**src/rtl/core/odr_pkg.sv**
```systemverilog
// Shared types, constants and lookup functions for the 4x4 ordered RGB dither.
// No dependencies; used by odr_pos, odr_lane and ordered_dither_rgb_4x4.
package odr_pkg;

    // Widths fixed by the pixel format and the register map
    localparam int unsigned ChanW   = 8;
    localparam int unsigned LevelW  = 4;
    localparam int unsigned ShiftW  = 3;
    localparam int unsigned ModeW   = 2;
    localparam int unsigned WidthW  = 13;
    localparam int unsigned NumLane = 3;

    // Scale applied to each channel before the threshold is added
    localparam logic [ChanW-1:0] ChanScale = 8'd241;

    // Register indexes on the configuration port
    typedef enum logic [0:0] {
        REG_DEPTH_MODE  = 1'b0,
        REG_IMAGE_WIDTH = 1'b1
    } reg_index_t;

    // Depth mode codes
    typedef enum logic [ModeW-1:0] {
        MODE_444   = 2'd0,
        MODE_323   = 2'd1,
        MODE_233   = 2'd2,
        MODE_SPARE = 2'd3
    } depth_mode_t;

    // Per-lane shift amounts for the current mode
    typedef struct packed {
        logic [ShiftW-1:0] red;
        logic [ShiftW-1:0] green;
        logic [ShiftW-1:0] blue;
    } shift_set_t;

    // One pixel of three channels
    typedef struct packed {
        logic [ChanW-1:0] red;
        logic [ChanW-1:0] green;
        logic [ChanW-1:0] blue;
    } pixel_t;

    // 4x4 Bayer threshold matrix
    function automatic logic [LevelW-1:0] bayer_level(input logic [1:0] row,
                                                      input logic [1:0] col);
        logic [LevelW-1:0] lvl;
        unique case ({row, col})
            4'b00_00: lvl = 4'd0;
            4'b00_01: lvl = 4'd8;
            4'b00_10: lvl = 4'd2;
            4'b00_11: lvl = 4'd10;
            4'b01_00: lvl = 4'd12;
            4'b01_01: lvl = 4'd4;
            4'b01_10: lvl = 4'd14;
            4'b01_11: lvl = 4'd6;
            4'b10_00: lvl = 4'd3;
            4'b10_01: lvl = 4'd11;
            4'b10_10: lvl = 4'd1;
            4'b10_11: lvl = 4'd9;
            4'b11_00: lvl = 4'd15;
            4'b11_01: lvl = 4'd7;
            4'b11_10: lvl = 4'd13;
            default:  lvl = 4'd5;
        endcase
        return lvl;
    endfunction

    // Decode the depth mode into per-channel shifts; the spare code acts as 4,4,4
    function automatic shift_set_t mode_shifts(input depth_mode_t mode);
        shift_set_t s;
        unique case (mode)
            MODE_323: s = '{red: 3'd3, green: 3'd2, blue: 3'd3};
            MODE_233: s = '{red: 3'd2, green: 3'd3, blue: 3'd3};
            MODE_444,
            MODE_SPARE: s = '{red: 3'd4, green: 3'd4, blue: 3'd4};
            default: s = '{red: 3'd4, green: 3'd4, blue: 3'd4};
        endcase
        return s;
    endfunction

endpackage

```
**src/rtl/core/odr_pos.sv**
```systemverilog
// Raster position tracker: column counter and row phase, giving the Bayer level.
// Depends on odr_pkg.
module odr_pos #(
    parameter int unsigned MAX_WIDTH = 4096
) (
    input  logic                          clk,
    input  logic                          rst_n,
    input  logic                          advance,
    input  logic                          start_of_frame,
    input  logic [odr_pkg::WidthW-1:0]    image_width,
    output logic [odr_pkg::LevelW-1:0]    level
);

    localparam int unsigned CW = $clog2(MAX_WIDTH);
    localparam int unsigned EW = (CW + 1 > odr_pkg::WidthW) ? CW + 1 : odr_pkg::WidthW;

    logic [CW-1:0] col_reg;
    logic [CW-1:0] col_next;
    logic [1:0]    row_reg;
    logic [1:0]    row_next;
    logic [CW-1:0] col_cur;
    logic [1:0]    row_cur;
    logic [EW-1:0] width_ext;
    logic [EW-1:0] eff_width;
    logic [EW-1:0] col_inc;

    // Frame start restarts the position before this beat
    assign col_cur = start_of_frame ? '0 : col_reg;
    assign row_cur = start_of_frame ? 2'd0 : row_reg;

    assign level = odr_pkg::bayer_level(row_cur, col_cur[1:0]);

    // Out-of-range width falls back to the maximum
    assign width_ext = EW'(image_width);
    assign eff_width = ((width_ext == '0) || (width_ext > EW'(MAX_WIDTH)))
                     ? EW'(MAX_WIDTH) : width_ext;
    assign col_inc   = EW'(col_cur) + EW'(1);

    // Wrap the column at the row end and step the row phase
    always_comb
    begin
        if (col_inc >= eff_width)
        begin
            col_next = '0;
            row_next = row_cur + 2'd1;
        end
        else
        begin
            col_next = col_inc[CW-1:0];
            row_next = row_cur;
        end
    end

    always_ff @(posedge clk or negedge rst_n)
    begin
        if (!rst_n)
        begin
            col_reg <= '0;
            row_reg <= 2'd0;
        end
        else if (advance)
        begin
            col_reg <= col_next;
            row_reg <= row_next;
        end
    end

endmodule

```
**src/rtl/core/odr_lane.sv**
```systemverilog
// One channel lane: scale by 241, add the threshold, clear the low bits.
// Depends on odr_pkg.
module odr_lane (
    input  logic [odr_pkg::ChanW-1:0]  chan,
    input  logic [odr_pkg::LevelW-1:0] level,
    input  logic [odr_pkg::ShiftW-1:0] shift,
    output logic [odr_pkg::ChanW-1:0]  result
);

    logic [2*odr_pkg::ChanW-1:0] prod;
    logic [odr_pkg::ChanW-1:0]   sum;
    logic [odr_pkg::ChanW-1:0]   mask;

    // Scale; the high byte plus the level never exceeds 255
    assign prod = 16'(chan) * 16'(odr_pkg::ChanScale);
    assign sum  = prod[2*odr_pkg::ChanW-1:odr_pkg::ChanW] + 8'(level);

    // Drop the bits below the target depth
    assign mask   = 8'hFF << shift;
    assign result = sum & mask;

endmodule

```
**src/rtl/core/ordered_dither_rgb_4x4.sv**
```systemverilog
// Top level of the 4x4 ordered RGB dither: config registers, lanes, output skid.
// Depends on odr_pkg, odr_pos and odr_lane.
//
// Usage:
//   Pixels arrive on the pixel channel (pixel_valid / pixel_stall) in raster
//   order; start_of_frame on a beat returns row and column to zero for it.
//   Dithered pixels leave on the result channel (result_valid / result_stall),
//   one result beat for every pixel beat, in order.
//   A taken pixel goes to the result register, or to the skid register under
//   a result stall. Throughput is one pixel per clock while pixel_stall is
//   low, set by three parallel channel lanes on a single registered stage.
//   The result register is backed by a one-beat skid register; pixel_stall
//   rises only when that skid register is occupied, so a stall on the result
//   side reaches the pixel side through the skid and no beat is lost.
//   Configuration (cfg_write, cfg_index, cfg_data) must be written only while
//   the stream is idle; the block does not enforce it. Index 0 is depth_mode,
//   index 1 is image_width. Reset clears the position to row 0 column 0,
//   empties both output registers, sets depth_mode to 0, image_width to 640.
module ordered_dither_rgb_4x4 #(
    parameter int unsigned MAX_WIDTH = 4096
) (
    input  logic                          clk,
    input  logic                          rst_n,
    // configuration
    input  logic                          cfg_write,
    input  logic [0:0]                    cfg_index,
    input  logic [odr_pkg::WidthW-1:0]    cfg_data,
    // pixel channel
    input  logic                          pixel_valid,
    output logic                          pixel_stall,
    input  logic                          start_of_frame,
    input  logic [odr_pkg::ChanW-1:0]     red_in,
    input  logic [odr_pkg::ChanW-1:0]     green_in,
    input  logic [odr_pkg::ChanW-1:0]     blue_in,
    // result channel
    output logic                          result_valid,
    input  logic                          result_stall,
    output logic [odr_pkg::ChanW-1:0]     red_out,
    output logic [odr_pkg::ChanW-1:0]     green_out,
    output logic [odr_pkg::ChanW-1:0]     blue_out
);

    odr_pkg::depth_mode_t        mode_reg;
    logic [odr_pkg::WidthW-1:0]  width_reg;
    odr_pkg::shift_set_t         shifts;
    logic [odr_pkg::LevelW-1:0]  level;
    odr_pkg::pixel_t             dith;
    odr_pkg::pixel_t             out_reg;
    odr_pkg::pixel_t             skid_reg;
    logic                        out_valid_reg;
    logic                        skid_valid_reg;
    logic                        accept;
    logic                        out_free;

    // Configuration registers
    always_ff @(posedge clk or negedge rst_n)
    begin
        if (!rst_n)
        begin
            mode_reg  <= odr_pkg::MODE_444;
            width_reg <= 13'd640;
        end
        else if (cfg_write)
        begin
            unique case (odr_pkg::reg_index_t'(cfg_index))
                odr_pkg::REG_DEPTH_MODE:
                    mode_reg <= odr_pkg::depth_mode_t'(cfg_data[odr_pkg::ModeW-1:0]);
                odr_pkg::REG_IMAGE_WIDTH:
                    width_reg <= cfg_data;
                default:
                    width_reg <= width_reg;
            endcase
        end
    end

    assign shifts = odr_pkg::mode_shifts(mode_reg);

    assign accept   = pixel_valid && !skid_valid_reg;
    assign out_free = !out_valid_reg || !result_stall;

    // Position tracking
    odr_pos #(
        .MAX_WIDTH (MAX_WIDTH)
    ) u_pos (
        .clk            (clk),
        .rst_n          (rst_n),
        .advance        (accept),
        .start_of_frame (start_of_frame),
        .image_width    (width_reg),
        .level          (level)
    );

    // Three channel lanes side by side
    odr_lane u_lane_red (
        .chan   (red_in),
        .level  (level),
        .shift  (shifts.red),
        .result (dith.red)
    );

    odr_lane u_lane_green (
        .chan   (green_in),
        .level  (level),
        .shift  (shifts.green),
        .result (dith.green)
    );

    odr_lane u_lane_blue (
        .chan   (blue_in),
        .level  (level),
        .shift  (shifts.blue),
        .result (dith.blue)
    );

    // Merge the lanes into the result beat; hold in the skid when stalled
    always_ff @(posedge clk or negedge rst_n)
    begin
        if (!rst_n)
        begin
            out_valid_reg  <= 1'b0;
            skid_valid_reg <= 1'b0;
        end
        else if (out_free)
        begin
            out_valid_reg  <= skid_valid_reg || accept;
            skid_valid_reg <= 1'b0;
        end
        else if (accept)
        begin
            skid_valid_reg <= 1'b1;
        end
    end

    always_ff @(posedge clk)
    begin
        if (out_free)
        begin
            out_reg <= skid_valid_reg ? skid_reg : dith;
        end
        else if (accept)
        begin
            skid_reg <= dith;
        end
    end

    assign pixel_stall  = skid_valid_reg;
    assign result_valid = out_valid_reg;
    assign red_out      = out_reg.red;
    assign green_out    = out_reg.green;
    assign blue_out     = out_reg.blue;

    // The skid only fills behind an occupied result register
    assert property (@(posedge clk) disable iff (!rst_n)
        skid_valid_reg |-> out_valid_reg)
        else $error("skid occupied while result register empty");

    // A beat taken against a stalled result lands in the skid
    assert property (@(posedge clk) disable iff (!rst_n)
        (accept && out_valid_reg && result_stall) |=> skid_valid_reg)
        else $error("beat taken under stall was not kept");

    // A held skid beat keeps its value until it moves up
    assert property (@(posedge clk) disable iff (!rst_n)
        (skid_valid_reg && result_stall) |=> (skid_valid_reg && $stable(skid_reg)))
        else $error("skid beat changed or lost while stalled");

    // A freed result register takes the skid beat next
    assert property (@(posedge clk) disable iff (!rst_n)
        (skid_valid_reg && !result_stall) |=> (out_valid_reg && !skid_valid_reg
                                              && out_reg == $past(skid_reg)))
        else $error("skid beat not moved to the result register");

endmodule
```
**config.mk**
```make
export PLATFORM = sky130hd
export DESIGN_NAME = ordered_dither_rgb_4x4
export DESIGN_NICKNAME = d
export VERILOG_FILES = /design/src/rtl/core/odr_pkg.sv /design/src/rtl/core/odr_pos.sv /design/src/rtl/core/odr_lane.sv /design/src/rtl/core/ordered_dither_rgb_4x4.sv
export SDC_FILE = /design/constraint.sdc
export NUM_CORES = 1
export LEC_CHECK = 0
export BUFFER_PORTS_ARGS = -buffer_cell sky130_fd_sc_hd__buf_4
export CORE_ASPECT_RATIO = 0.7
export CORE_UTILIZATION = 35
export CTS_CLUSTER_SIZE = 30
export DETAILED_ROUTE_END_ITERATION = 6
export MAX_ROUTING_LAYER = met4
export PLACE_DENSITY = 0.63
export SETUP_SLACK_MARGIN = 0.3
export SLEW_MARGIN = 10
export SYNTH_ARGS = -nofsm -noshare
export SYNTH_HDL_FRONTEND = slang
export SYNTH_SLANG_ARGS = --single-unit
```
**constraint.sdc**
```tcl
create_clock -name clk -period 3.3 [get_ports clk]
set_input_delay 0.165 -clock clk [delete_from_list [all_inputs] [get_ports clk]]
set_output_delay 0.165 -clock clk [all_outputs]
set_load 0.02 [all_outputs]
```
# Yosys cells after proc, flatten, opt, wreduce, memory -nomap -nowiden
# Memories as Yosys holds them, arrays and structs flattened.
# Cells that the tools add are included.
# totals
reg_bits	79
latch_bits	0
ramBits	0
rom_bits	64
elab_cells	57
mem_count	1
# classes
n_addsub	5
n_mul	3
n_div	0
n_lt_le_gt_ge	2
n_eq_ne	3
shifts	3
mux	9
n_bitwise	5
reduce_logical	14
# mem_list
memory	words	width	read_ports	rd_ports_with_merged_regs	wr	line	source
(no name shown)	16	4	1	0	0	odr_pkg.sv:48	unique case ({row, col})
# op_table
op	count
8-bit by 8-bit multiplier with 16-bit output, second input constant	3
9-bit case mux with 3 select lines	1
8-bit by 4-bit adder with 8-bit output	3
8-bit AND	3
12-bit 2-to-1 mux	2
24-bit 2-to-1 mux	1
8-bit by 3-bit left shift with 8-bit output, first input constant	3
12-bit by 1-bit adder with 13-bit output, second input constant	1
13-bit greater-or-equal comparator	1
13-bit greater-than comparator, second input constant	1
13-bit zero test	1
13-bit 2-to-1 mux	1
2-bit AND reduction	3
2-bit == test, second input constant	2
2-bit 2-to-1 mux	2
1-bit zero test	3
1-bit logical OR	3
2-bit by 1-bit adder with 2-bit output, second input constant	1
2-bit by 1-bit == test with 1-bit output, second input constant	1
2-bit zero test	1
1-bit 2-to-1 mux	2
1-bit inverter	2
2-bit nonzero test	1
2-bit OR reduction	1
1-bit logical AND	1

# Logic depth before layout (Yosys ltp)
# Gate-level depths: netlist (run 1).
# logic_depth
depth_word	6
mapped_depth	18

# Modules after synthesis
# From an unflattened synthesis (run 1), not the netlist that was laid out.
# hier_totals
cells_unflattened	703
hier_area_um2	7731.2
# modules_own_cells
mod	instances	cells_each	area_per_inst_um2	seq_area_each_um2
ordered_dither_rgb_4x4	1	121	2443.6	1869.3
odr_lane at u_lane_blue	1	151	1361.3	0.0
odr_lane at u_lane_green	1	147	1330.0	0.0
odr_pos	1	147	1302.5	350.3
odr_lane at u_lane_red	1	137	1293.7	0.0

# Least setup slack after synthesis (run 1)
# OpenSTA, ideal clock, no wires.
# synth_path
path_kind	in2reg
start	input green_in[3] (netlist bit)
end	register skid_reg[14] (netlist bit) (data pin)
setup_ns	0.141
t_arrival_ns	4.307
required_ns	3.159
path_slack_ns	-1.148
cell_stages	17
n_path_buf	0
path_cell_list	inv_1 -> fa_1 -> fa_1 -> inv_1 -> ha_1 -> ha_1 -> ha_1 -> a21oi_1 -> o22ai_1 -> or2_2 -> fa_1 -> nor2b_1 -> o21ai_0 -> a211oi_1 -> o32ai_1 -> a222oi_1 -> nor2b_1
# synth_lines
element	line	source
from (decl)	ordered_dither_rgb_4x4.sv:33	input logic [odr_pkg::ChanW-1:0] green_in,
to (signal assigned)	ordered_dither_rgb_4x4.sv:142	skid_reg <= dith;
to (decl)	ordered_dither_rgb_4x4.sv:49	odr_pkg::pixel_t skid_reg;

==> results.cfg, run 1 <==
[cells_and_area]
nets = 1163
final_cells = 1233
areaGrowthSynthToFinish_pct = 42.8
layout-drive-gt1-share_pct = 40.2
final_common_cell = buf_4
fin_area_sq_um = 10600
fin_util_pct = 51.1
diodes = 0
largest_register_ffs = 24
final_cell_mix = 208 x buf_4, 99 x ha_1, 69 x inv_1, 48 x edfxtp_1, 47 x nand2_1

[logic_synthesis]
ys_types = 67
synthMuxAreaShare_pct = 3.00
synth_compound_area_share_pct = 11.4
synthXorXnorAreaFrac_pct = 4.83
synth_area_sq_um = 7440
postSynth.asyncResetShare_pct = 39.2
synth_cells = 715
seq_area_frac_synth_pct = 29.9
synthAdderAreaFrac_pct = 32.6
syn-mean-instance-area_sq_um = 10.4
synth_warnings = 0
synth_top_family_by_area = adder cells
synth_edf_count = 48
ys_seq_elements = 79
ys.flop_type = edfxtp_1
synthSimpleGateAreaFrac_pct = 13.6

[die]
rows = 44
start_util_pct = 35.8
core_area_sq_um = 20800
dieArea_sq_um = 21800
ios = 70
fp.dieH_um = 124
die_w_um = 176

[power_and_ir_drop]
internal_power_mw = 4.75
switching_share_pct = 39.3
power_mw = 7.83
power_frac_clock_pct = 12.1
ir_worst_vdd_v = 0.000355
power.leakage_nw = 4.85
powerDensity_nw_per_um2 = 737
p_sw_mw = 3.08
p_seq_share_pct = 19.2
combPwrFrac_pct = 68.7

[sta]
rsz0062_at_grt = yes
fin_ws_ps = -958
hold_viol_final = 0
maxSlewViolCount = 0
slew_headroom_pct = 58.6
final.period_utilization_pct = 129
fin_worst_skew_ps = 3.97
fmax_ghz = 0.235
layout_min_cycle_time_ps = 4260
holdWs_ps = 37.4
fin_tns_setup_ps = -24580
setup_viol = 34
tightestPinTransition_ps = 619

[critical_path]
cp.arrival_ps = 4350
path_cells = buf_6 > fa_1 > fa_1 > fa_2 > ha_4 > ha_4 > and4_4 > a22o_1 > o21a_1 > nor2_1 > ha_1 > and2b_2 > o21a_1 > o211ai_2 > mux2i_2 > buf_4 > nor2_1
end_kind = flip-flop
critical_path_required_ps = 3390
crit_path_max_fanout = 3
crit_type = primary input to flip-flop
start_kind = primary input
r2r_slack_ps = 410
max_stage_delay_ps = 570
critPathSlowestCell = fa_1

[clocking]
cts_buffer_depth = 2
cts_root_buf = clkbuf_16
cts.sinks = 79
cts.reportedPaths.clkPinSlew_ps = 60
insertion_delay_ps = 350
cts_tree = done
cts-htree-levels = 3
cts-buffers-inserted = 9

[global_route]
grt_first_pass_wirelength_um = 27100
track_usage_pct = 16.2
grt_pass1_vias = 5643
antenna_found_initial = 0
grt_max_degree = 32
grt_overflow = 0

[placed_design]
gp_congestion = 0.846
dp_hpwl_um = 12900
port_buffers = 69
placed_cell_area_sq_um = 9360
dp.cells = 1190
place_ws_ps = -1490

[outcome]
violations = negative setup slack
status = complete, but fails checks

[route]
drcViolationCount = 0
ant_nets = 0
routed_via_density = 4.76
wire_per_inst_um = 13.7
first_pass_iters = 4
drt_iter0_markers = 240
drt_wl_total_um = 16900
dr_total_vias = 5867

[min_path]
hold_class = primary input to flip-flop

[run]
max-cap-violations = 0
## cell type report
type	count	area [sq um]
clock inverter	7	53.8
timing repair buffer	230	1820
sequential	79	2220
multi-input combinational	555	5660
tap	276	345
fill	1803	10100
clock buffer	9	225
inverter	77	300
## cells in the mapped netlist, types with 2 or more instances
cell | n | area (sq um)
nor2b_1 | 20 | 125
buf_1 | 2 | 7.51
inv_1 | 77 | 289
a22oi_1 | 2 | 15.0
dfstp_2 | 2 | 52.6
a21oi_1 | 19 | 95.1
a22o_1 | 2 | 17.5
xor2_1 | 19 | 166
a211oi_1 | 6 | 45.0
nand2_1 | 48 | 180
and3_1 | 6 | 37.5
nand4_1 | 5 | 31.3
a21o_1 | 6 | 45.0
or2_2 | 5 | 31.3
o21a_1 | 9 | 67.6
a31oi_1 | 4 | 25.0
edfxtp_1 | 48 | 1440
nor2_1 | 43 | 161
mux2i_1 | 2 | 20.0
fa_1 | 45 | 901
a211o_1 | 3 | 26.3
and4_1 | 2 | 17.5
nand2b_1 | 14 | 87.6
mux2_2 | 18 | 203
nor3_1 | 15 | 75.1
dfrtp_1 | 29 | 726
a21o_2 | 2 | 17.5
o22ai_1 | 3 | 18.8
xnor2_1 | 22 | 193
nor4_1 | 7 | 43.8
a211oi_2 | 3 | 37.5
nor3b_1 | 3 | 22.5
ha_1 | 122 | 1530
or3_1 | 2 | 12.5
o21ai_1 | 2 | 10.0
o31ai_1 | 10 | 75.1
and2_2 | 2 | 15.0
nand3_1 | 9 | 45.0
and2_1 | 12 | 75.1
o21ai_0 | 23 | 115
clkbuf_1 | 6 | 22.5
o2111ai_1 | 5 | 43.8
o211ai_1 | 7 | 52.6
## repair_timing
item	4_1_cts	5_1_grt
hold buffers	1	0
endpoints found under the setup margin	48	48
pin swaps	46	34
setup buffers	14	12
hold endpoints to repair	29	0
gates resized for setup	52	86
## path summary, 6_finish.rpt
kind                                   start           endpoint  depth (start not counted)
max                                red_in[0]       skid_reg[21]                         17
min                              pixel_valid       result_valid                          3
max reg2reg                 u_pos.col_reg[3]   u_pos.row_reg[1]                         13
min reg2reg                u_pos.col_reg[11]  u_pos.col_reg[11]                          2
max in group asynchronous              rst_n       width_reg[7]                          2
min in group asynchronous              rst_n       width_reg[2]                          2
## cell families (layout without fill, tap and decap cells)
family | after synthesis | count (layout)
AND/OR/NAND/NOR | 200 | 200
adder cells (fa/ha/maj) | 167 | 167
AO/OA/AOI/OAI | 120 | 120
buffers and inverters | 87 | 323
flip-flops | 79 | 79
XOR/XNOR | 41 | 41
multiplexers | 20 | 20
other | 1 | 7
## worst max-delay path: cells and delay by family
family | cells | cell delay [ps]
fa+ha+maj | 6 | 2240
compound gates | 4 | 850
simple gates | 4 | 520
mux | 1 | 300
buf+inv | 2 | 260
## per-layer routing
layer | share of wire (%) | global-route usage [%]
met5 | 0 | -
met4 | 1.1 | 3.80
met3 | 3.5 | 2.63
met2 | 45 | 24.7
met1 | 50 | 22.5
## power by group through the flow
stage	Sequential (mW)	Clock, mW	Combinational, mW
2_1_floorplan	1.61	0	2.53
3_3_place_gp	1.52	0	4.26
6_report	1.50	0.947	5.38
4_1_cts	1.51	0.960	4.79
5_1_grt	1.52	1.00	5.96
3_5_place_dp	1.53	0	4.31
No activity file was read; power rests on OpenSTA's default activity.
==> inputs of run 2 (changes only) <==
--- a/config.mk
+++ b/config.mk
@@ -5,7 +5,7 @@
 export SDC_FILE = /design/constraint.sdc
 export NUM_CORES = 1
 export LEC_CHECK = 0
-export BUFFER_PORTS_ARGS = -buffer_cell sky130_fd_sc_hd__buf_4
+export BUFFER_PORTS_ARGS = -buffer_cell sky130_fd_sc_hd__buf_2
 export CORE_ASPECT_RATIO = 0.7
 export CORE_UTILIZATION = 35
 export CTS_CLUSTER_SIZE = 30
==> run 2 against run 1 <==
Compared with the run above: the flow still finishes with violations (negative setup slack); critical path depth is the same; first-iteration DRC count shrank 14%; combinational power is 2% lower; non-clock buffer count down 7; design area decreased by 2.5%; sequential cell count stayed put; die area unchanged; register-to-register slack lost 20 ps; sequential share of layout area grew 0.53 points; count of clock-buffer cells in the layout up 2; largest cell class unchanged.
==> results.cfg, run 2 (synthesized netlist as in run 1, its figures left out) <==
[outcome]
status = complete, but fails checks
violations = negative setup slack

[route]
ant_nets = 0
dr_total_vias = 5911
wire_per_inst_um = 13.8
routed_via_density = 4.82
drt_iter0_markers = 207
drcViolationCount = 0
drt_wl_total_um = 16900
first_pass_iters = 5

[sta]
fin_tns_setup_ps = -25420
layout_min_cycle_time_ps = 4230
final.period_utilization_pct = 128
rsz0062_at_grt = yes
maxSlewViolCount = 0
tightestPinTransition_ps = 722
slew_headroom_pct = 51.9
fin_worst_skew_ps = 7.84
setup_viol = 34
fin_ws_ps = -927
hold_viol_final = 0
fmax_ghz = 0.237

[run]
max-cap-violations = 0

[placed_design]
port_buffers = 69
placed_cell_area_sq_um = 9160
place_ws_ps = -1580
dp.cells = 1186
dp_hpwl_um = 13100
gp_congestion = 0.819

[critical_path]
critical_path_required_ps = 3370
max_stage_delay_ps = 580
crit_type = primary input to flip-flop
cp.arrival_ps = 4290
start_kind = primary input
crit_path_max_fanout = 3
path_cells = buf_8 > fa_1 > fa_1 > fa_2 > ha_4 > ha_4 > and4_4 > a22o_1 > o21a_1 > nor2_1 > ha_1 > and2b_2 > o21a_1 > o211ai_2 > mux2i_1 > buf_4 > nor2_1
reg2regPathDepth = 11
end_kind = flip-flop
critPathSlowestCell = fa_2

[global_route]
track_usage_pct = 16.1
grt_max_degree = 32
antenna_found_initial = 0
grt_first_pass_wirelength_um = 27200
grt_pass1_vias = 5742
grt_overflow = 0

[min_path]
hold_class = primary input to flip-flop
hold_depth = 2

[cells_and_area]
largest_register_ffs = 24
layout-drive-gt1-share_pct = 39.1
final_cells = 1226
nets = 1156
final_cell_mix = 142 x buf_4, 100 x ha_1, 69 x inv_1, 62 x buf_2
fin_area_sq_um = 10400
areaGrowthSynthToFinish_pct = 39.2
final_common_cell = buf_4
nFillCells = 1890
diodes = 0

[power_and_ir_drop]
power.leakage_nw = 4.79
powerDensity_nw_per_um2 = 748
ir_worst_vdd_v = 0.000346
power_mw = 7.75

[clocking]
cts.sinks = 79
insertion_delay_ps = 340
cts_root_buf = clkbuf_16
cts_tree = done
cts-buffers-inserted = 9
cts-htree-levels = 3
cts_buffer_depth = 2
cts.reportedPaths.clkPinSlew_ps = 60

[die]
die_w_um = 176
fp.dieH_um = 124
start_util_pct = 35.8
core_area_sq_um = 20800
ios = 70
dieArea_sq_um = 21800
rows = 44
[run 2: cell types whose count changed in the layout (fill, tap and decap cells not counted), sizes merged]
cell	delta
inv	-3
buf	-7
clkinv	+2
clkinvlp	-1
clkbuf	+2
[run 2: power by group]
part	leakage [nW]	switching, mW	internal [mW]
clock network	0.145	0.402	0.568
registers	0.860	0.108	1.38
logic	3.78	2.55	2.74
[run 2: final timing paths]
check | start | endpoint | slack [ps]
min | cfg_data[10] | width_reg[10] | 50
min reg2reg | skid_reg[1] | blue_out[1] | 520
max in group asynchronous | rst_n | pixel_stall | 2410
min in group asynchronous | rst_n | width_reg[11] | 420
max reg2reg | u_pos.col_reg[1] | skid_reg[14] | 390
max | red_in[1] | skid_reg[21] | -930
[run 2: stage by stage]
stage	utilization (%)	hold slack, ps
after floorplan	-	-131
after global placement	44.1	260
after detailed placement	44.1	267
after CTS	47.8	48.5
after global routing	49.9	53.1
final	49.9	52.4
[run 2: layer usage]
layer / global-route usage [%] / routed length (um)
met1: 22.3 / 8570
met2: 25.1 / 7710
met3: 2.29 / 481
met4: 3.26 / 131
met5: - / 0
[run 2: layout make-up]
cell class	count	area, sq um	share of cell area (%)
Clock buffer	11	258	2.49
Clock inverter	5	40.0	0.387
Timing Repair Buffer	223	1600	15.5
Multi-Input combinational cell	555	5580	53.9
Sequential cell	79	2220	21.4
Tap cell	276	345	3.34
Inverter	77	300	2.90
[run 2: timing repair]
action | CTS | global route
endpoints found under the setup margin | 46 | 48
hold buffers | 1 | 0
endpoints found under the hold margin | 29 | 0
buffers inserted | 12 | 11
gates resized for setup | 65 | 63
pin swaps | 57 | 55
[run 2: critical path, delay by kind of cell]
family / cells / cell delay [ps]
adder cells (fa/ha/maj): 6 / 2270
AO/OA/AOI/OAI: 4 / 810
AND/OR/NAND/NOR: 4 / 530
buffers and inverters: 2 / 260
multiplexers: 1 / 250
==> inputs of run 3 (changes only) <==
--- a/config.mk
+++ b/config.mk
@@ -6,12 +6,14 @@
 export NUM_CORES = 1
 export LEC_CHECK = 0
 export BUFFER_PORTS_ARGS = -buffer_cell sky130_fd_sc_hd__buf_2
+export CELL_PAD_IN_SITES_DETAIL_PLACEMENT = 1
+export CELL_PAD_IN_SITES_GLOBAL_PLACEMENT = 2
 export CORE_ASPECT_RATIO = 0.7
-export CORE_UTILIZATION = 35
+export CORE_UTILIZATION = 25
 export CTS_CLUSTER_SIZE = 30
 export DETAILED_ROUTE_END_ITERATION = 6
 export MAX_ROUTING_LAYER = met4
-export PLACE_DENSITY = 0.63
+export PLACE_DENSITY = 0.66
 export SETUP_SLACK_MARGIN = 0.3
 export SLEW_MARGIN = 10
 export SYNTH_ARGS = -nofsm -noshare
==> run 3 against run 2 <==
Compared with the run above: largest cell class unchanged; critical path depth rose by 2; the run still ends with negative setup slack left; final cell count increased by 10%; worst setup slack worse by 120 ps.
==> results.cfg, run 3 (synthesized netlist as in run 1, its figures left out) <==
[outcome]
status = complete, but fails checks
violations = negative setup slack

[power_and_ir_drop]
internal_power_mw = 5.10
switching_share_pct = 39.7
p_seq_share_pct = 17.7
powerDensity_nw_per_um2 = 763
ir_worst_vdd_v = 0.000292
power_mw = 8.46
power_frac_clock_pct = 11.9
power.leakage_nw = 4.96
combPwrFrac_pct = 70.4
p_sw_mw = 3.36

[die]
ios = 70
start_util_pct = 25.6
core_area_sq_um = 29100
die_w_um = 208
fp.dieH_um = 146
dieArea_sq_um = 30400
rows = 52

[min_path]
hold_depth = 2
hold_class = primary input to flip-flop
hp-start = cfg_data[6]
min_to = width_reg[6]

[route]
dr_total_vias = 6036
drcViolationCount = 0
wire_per_inst_um = 14.9
drt_iter0_markers = 126
first_pass_iters = 4
drt_wl_total_um = 20000
ant_nets = 0
routed_via_density = 4.48

[clocking]
cts_buffer_depth = 2
insertion_delay_ps = 340
cts.sinks = 79
cts_tree = done
cts-buffers-inserted = 9
cts-htree-levels = 3
cts.reportedPaths.clkPinSlew_ps = 60
cts_root_buf = clkbuf_16

[cells_and_area]
largest_register_ffs = 24
areaGrowthSynthToFinish_pct = 49.1
final_cell_mix = 154 x buf_4, 88 x ha_1, 67 x inv_1, 63 x buf_2, 48 x edfxtp_1
diodes = 0
fin_area_sq_um = 11100
nets = 1176
final_common_cell = buf_4
seqCellArea_sq_um = 2220
layout-drive-gt1-share_pct = 45.1
multi_input_area_sq_um = 6020
fin_util_pct = 38.1
nFillCells = 3228

[sta]
fin_ws_ps = -1050
rsz0062_at_grt = yes
slew_headroom_pct = 47.6
fin_worst_skew_ps = 5.56
maxSlewViolCount = 0
fmax_ghz = 0.230
setup_viol = 34
final.period_utilization_pct = 132
hold_viol_final = 0
layout_min_cycle_time_ps = 4350
tightestPinTransition_ps = 786

[critical_path]
reg2regPathDepth = 12
critical_path_required_ps = 3500
start_kind = primary input
crit_path_max_fanout = 3
end_kind = flip-flop
worstReg2RegStart = u_pos.col_reg[1]
critPathSlowestCell = fa_1
max_stage_delay_ps = 580
crit_type = primary input to flip-flop
worstReg2RegEnd = red_out[5]
path_cells = buf_6 > fa_1 > fa_1 > fa_2 > ha_4 > ha_4 > nand3_4 > nor2_1 > nor2_1 > nor2b_1 > nor3_2 > or2_4 > fa_2 > nor2b_4 > o21ai_4 > a211oi_2 > o32ai_1 > a222oi_1 > nor2b_1
cp.arrival_ps = 4550
r2r_slack_ps = 340

[global_route]
track_usage_pct = 13.6
grt_pass1_vias = 6444
grt_first_pass_wirelength_um = 32300
grt_overflow = 0
antenna_found_initial = 0
grt_max_degree = 32

[placed_design]
dp_hpwl_um = 15300
port_buffers = 69
gp_congestion = 0.779
placed_cell_area_sq_um = 9370
place_ws_ps = -1600

[run]
max-cap-violations = 0
-- run 3: how the worst max path moves through the flow --
stage	start	to
after global routing	green_in[0]	skid_reg[14]
after global placement	green_in[2]	green_out[7]
after CTS	green_in[0]	skid_reg[14]
after floorplan	green_in[2]	skid_reg[14]
after detailed placement	green_in[2]	green_out[7]
final	green_in[0]	skid_reg[14]
-- run 3: area by class of cell --
class / count / share of cell area, %
inverters: 77 / 2.71
clock buffers: 10 / 2.06
flip-flops and latches: 79 / 20.0
repair buffers: 243 / 16.0
clock inverters: 6 / 0.643
well taps: 378 / 4.26
multi-input cells: 555 / 54.2
-- run 3: per-stage QoR --
stage / TNS (ps) / hold slack, ps / cells
final: -27580 / 46.8 / 1348
after global routing: -31130 / 42.0 / 1348
after CTS: -25180 / 31.0 / 1328
after detailed placement: -44280 / 281 / 1299
after global placement: -41760 / 282 / 1299
after floorplan: -28240 / -131 / 721
-- run 3: power groups by stage --
stage / Clock (mW) / Sequential [mW] / Combinational [mW]
after floorplan: 0 / 1.61 / 2.53
after global placement: 0 / 1.52 / 4.27
after detailed placement: 0 / 1.52 / 4.37
after CTS: 1.04 / 1.50 / 5.17
after global routing: 1.07 / 1.52 / 6.54
final: 1.01 / 1.50 / 5.96
-- run 3: routing by layer --
| metal | GRT usage (%) | vias up | wire length (um) |
|---|---|---|---|
| met5 | - | - | 0 |
| met4 | 3.52 | 0 | 225 |
| met3 | 1.70 | 15 | 358 |
| met2 | 21.4 | 57 | 9480 |
| met1 | 18.4 | 2969 | 9970 |
| li1 | - | 2995 | - |
-- run 3: critical path: cells and delay by family --
kind            cells  cell delay (ps)
buf+inv             1              100
fa+ha+maj           6             2480
compound gates      4              800
simple gates        8             1010
-- run 3: what timing repair did --
item / 4_1_cts / 5_1_grt
hold buffers: 1 / 0
endpoints found under the setup margin: 48 / 48
gates resized for setup: 90 / 111
buffers inserted: 12 / 20
pin swaps: 69 / 54
endpoints found under the hold margin: 29 / 0
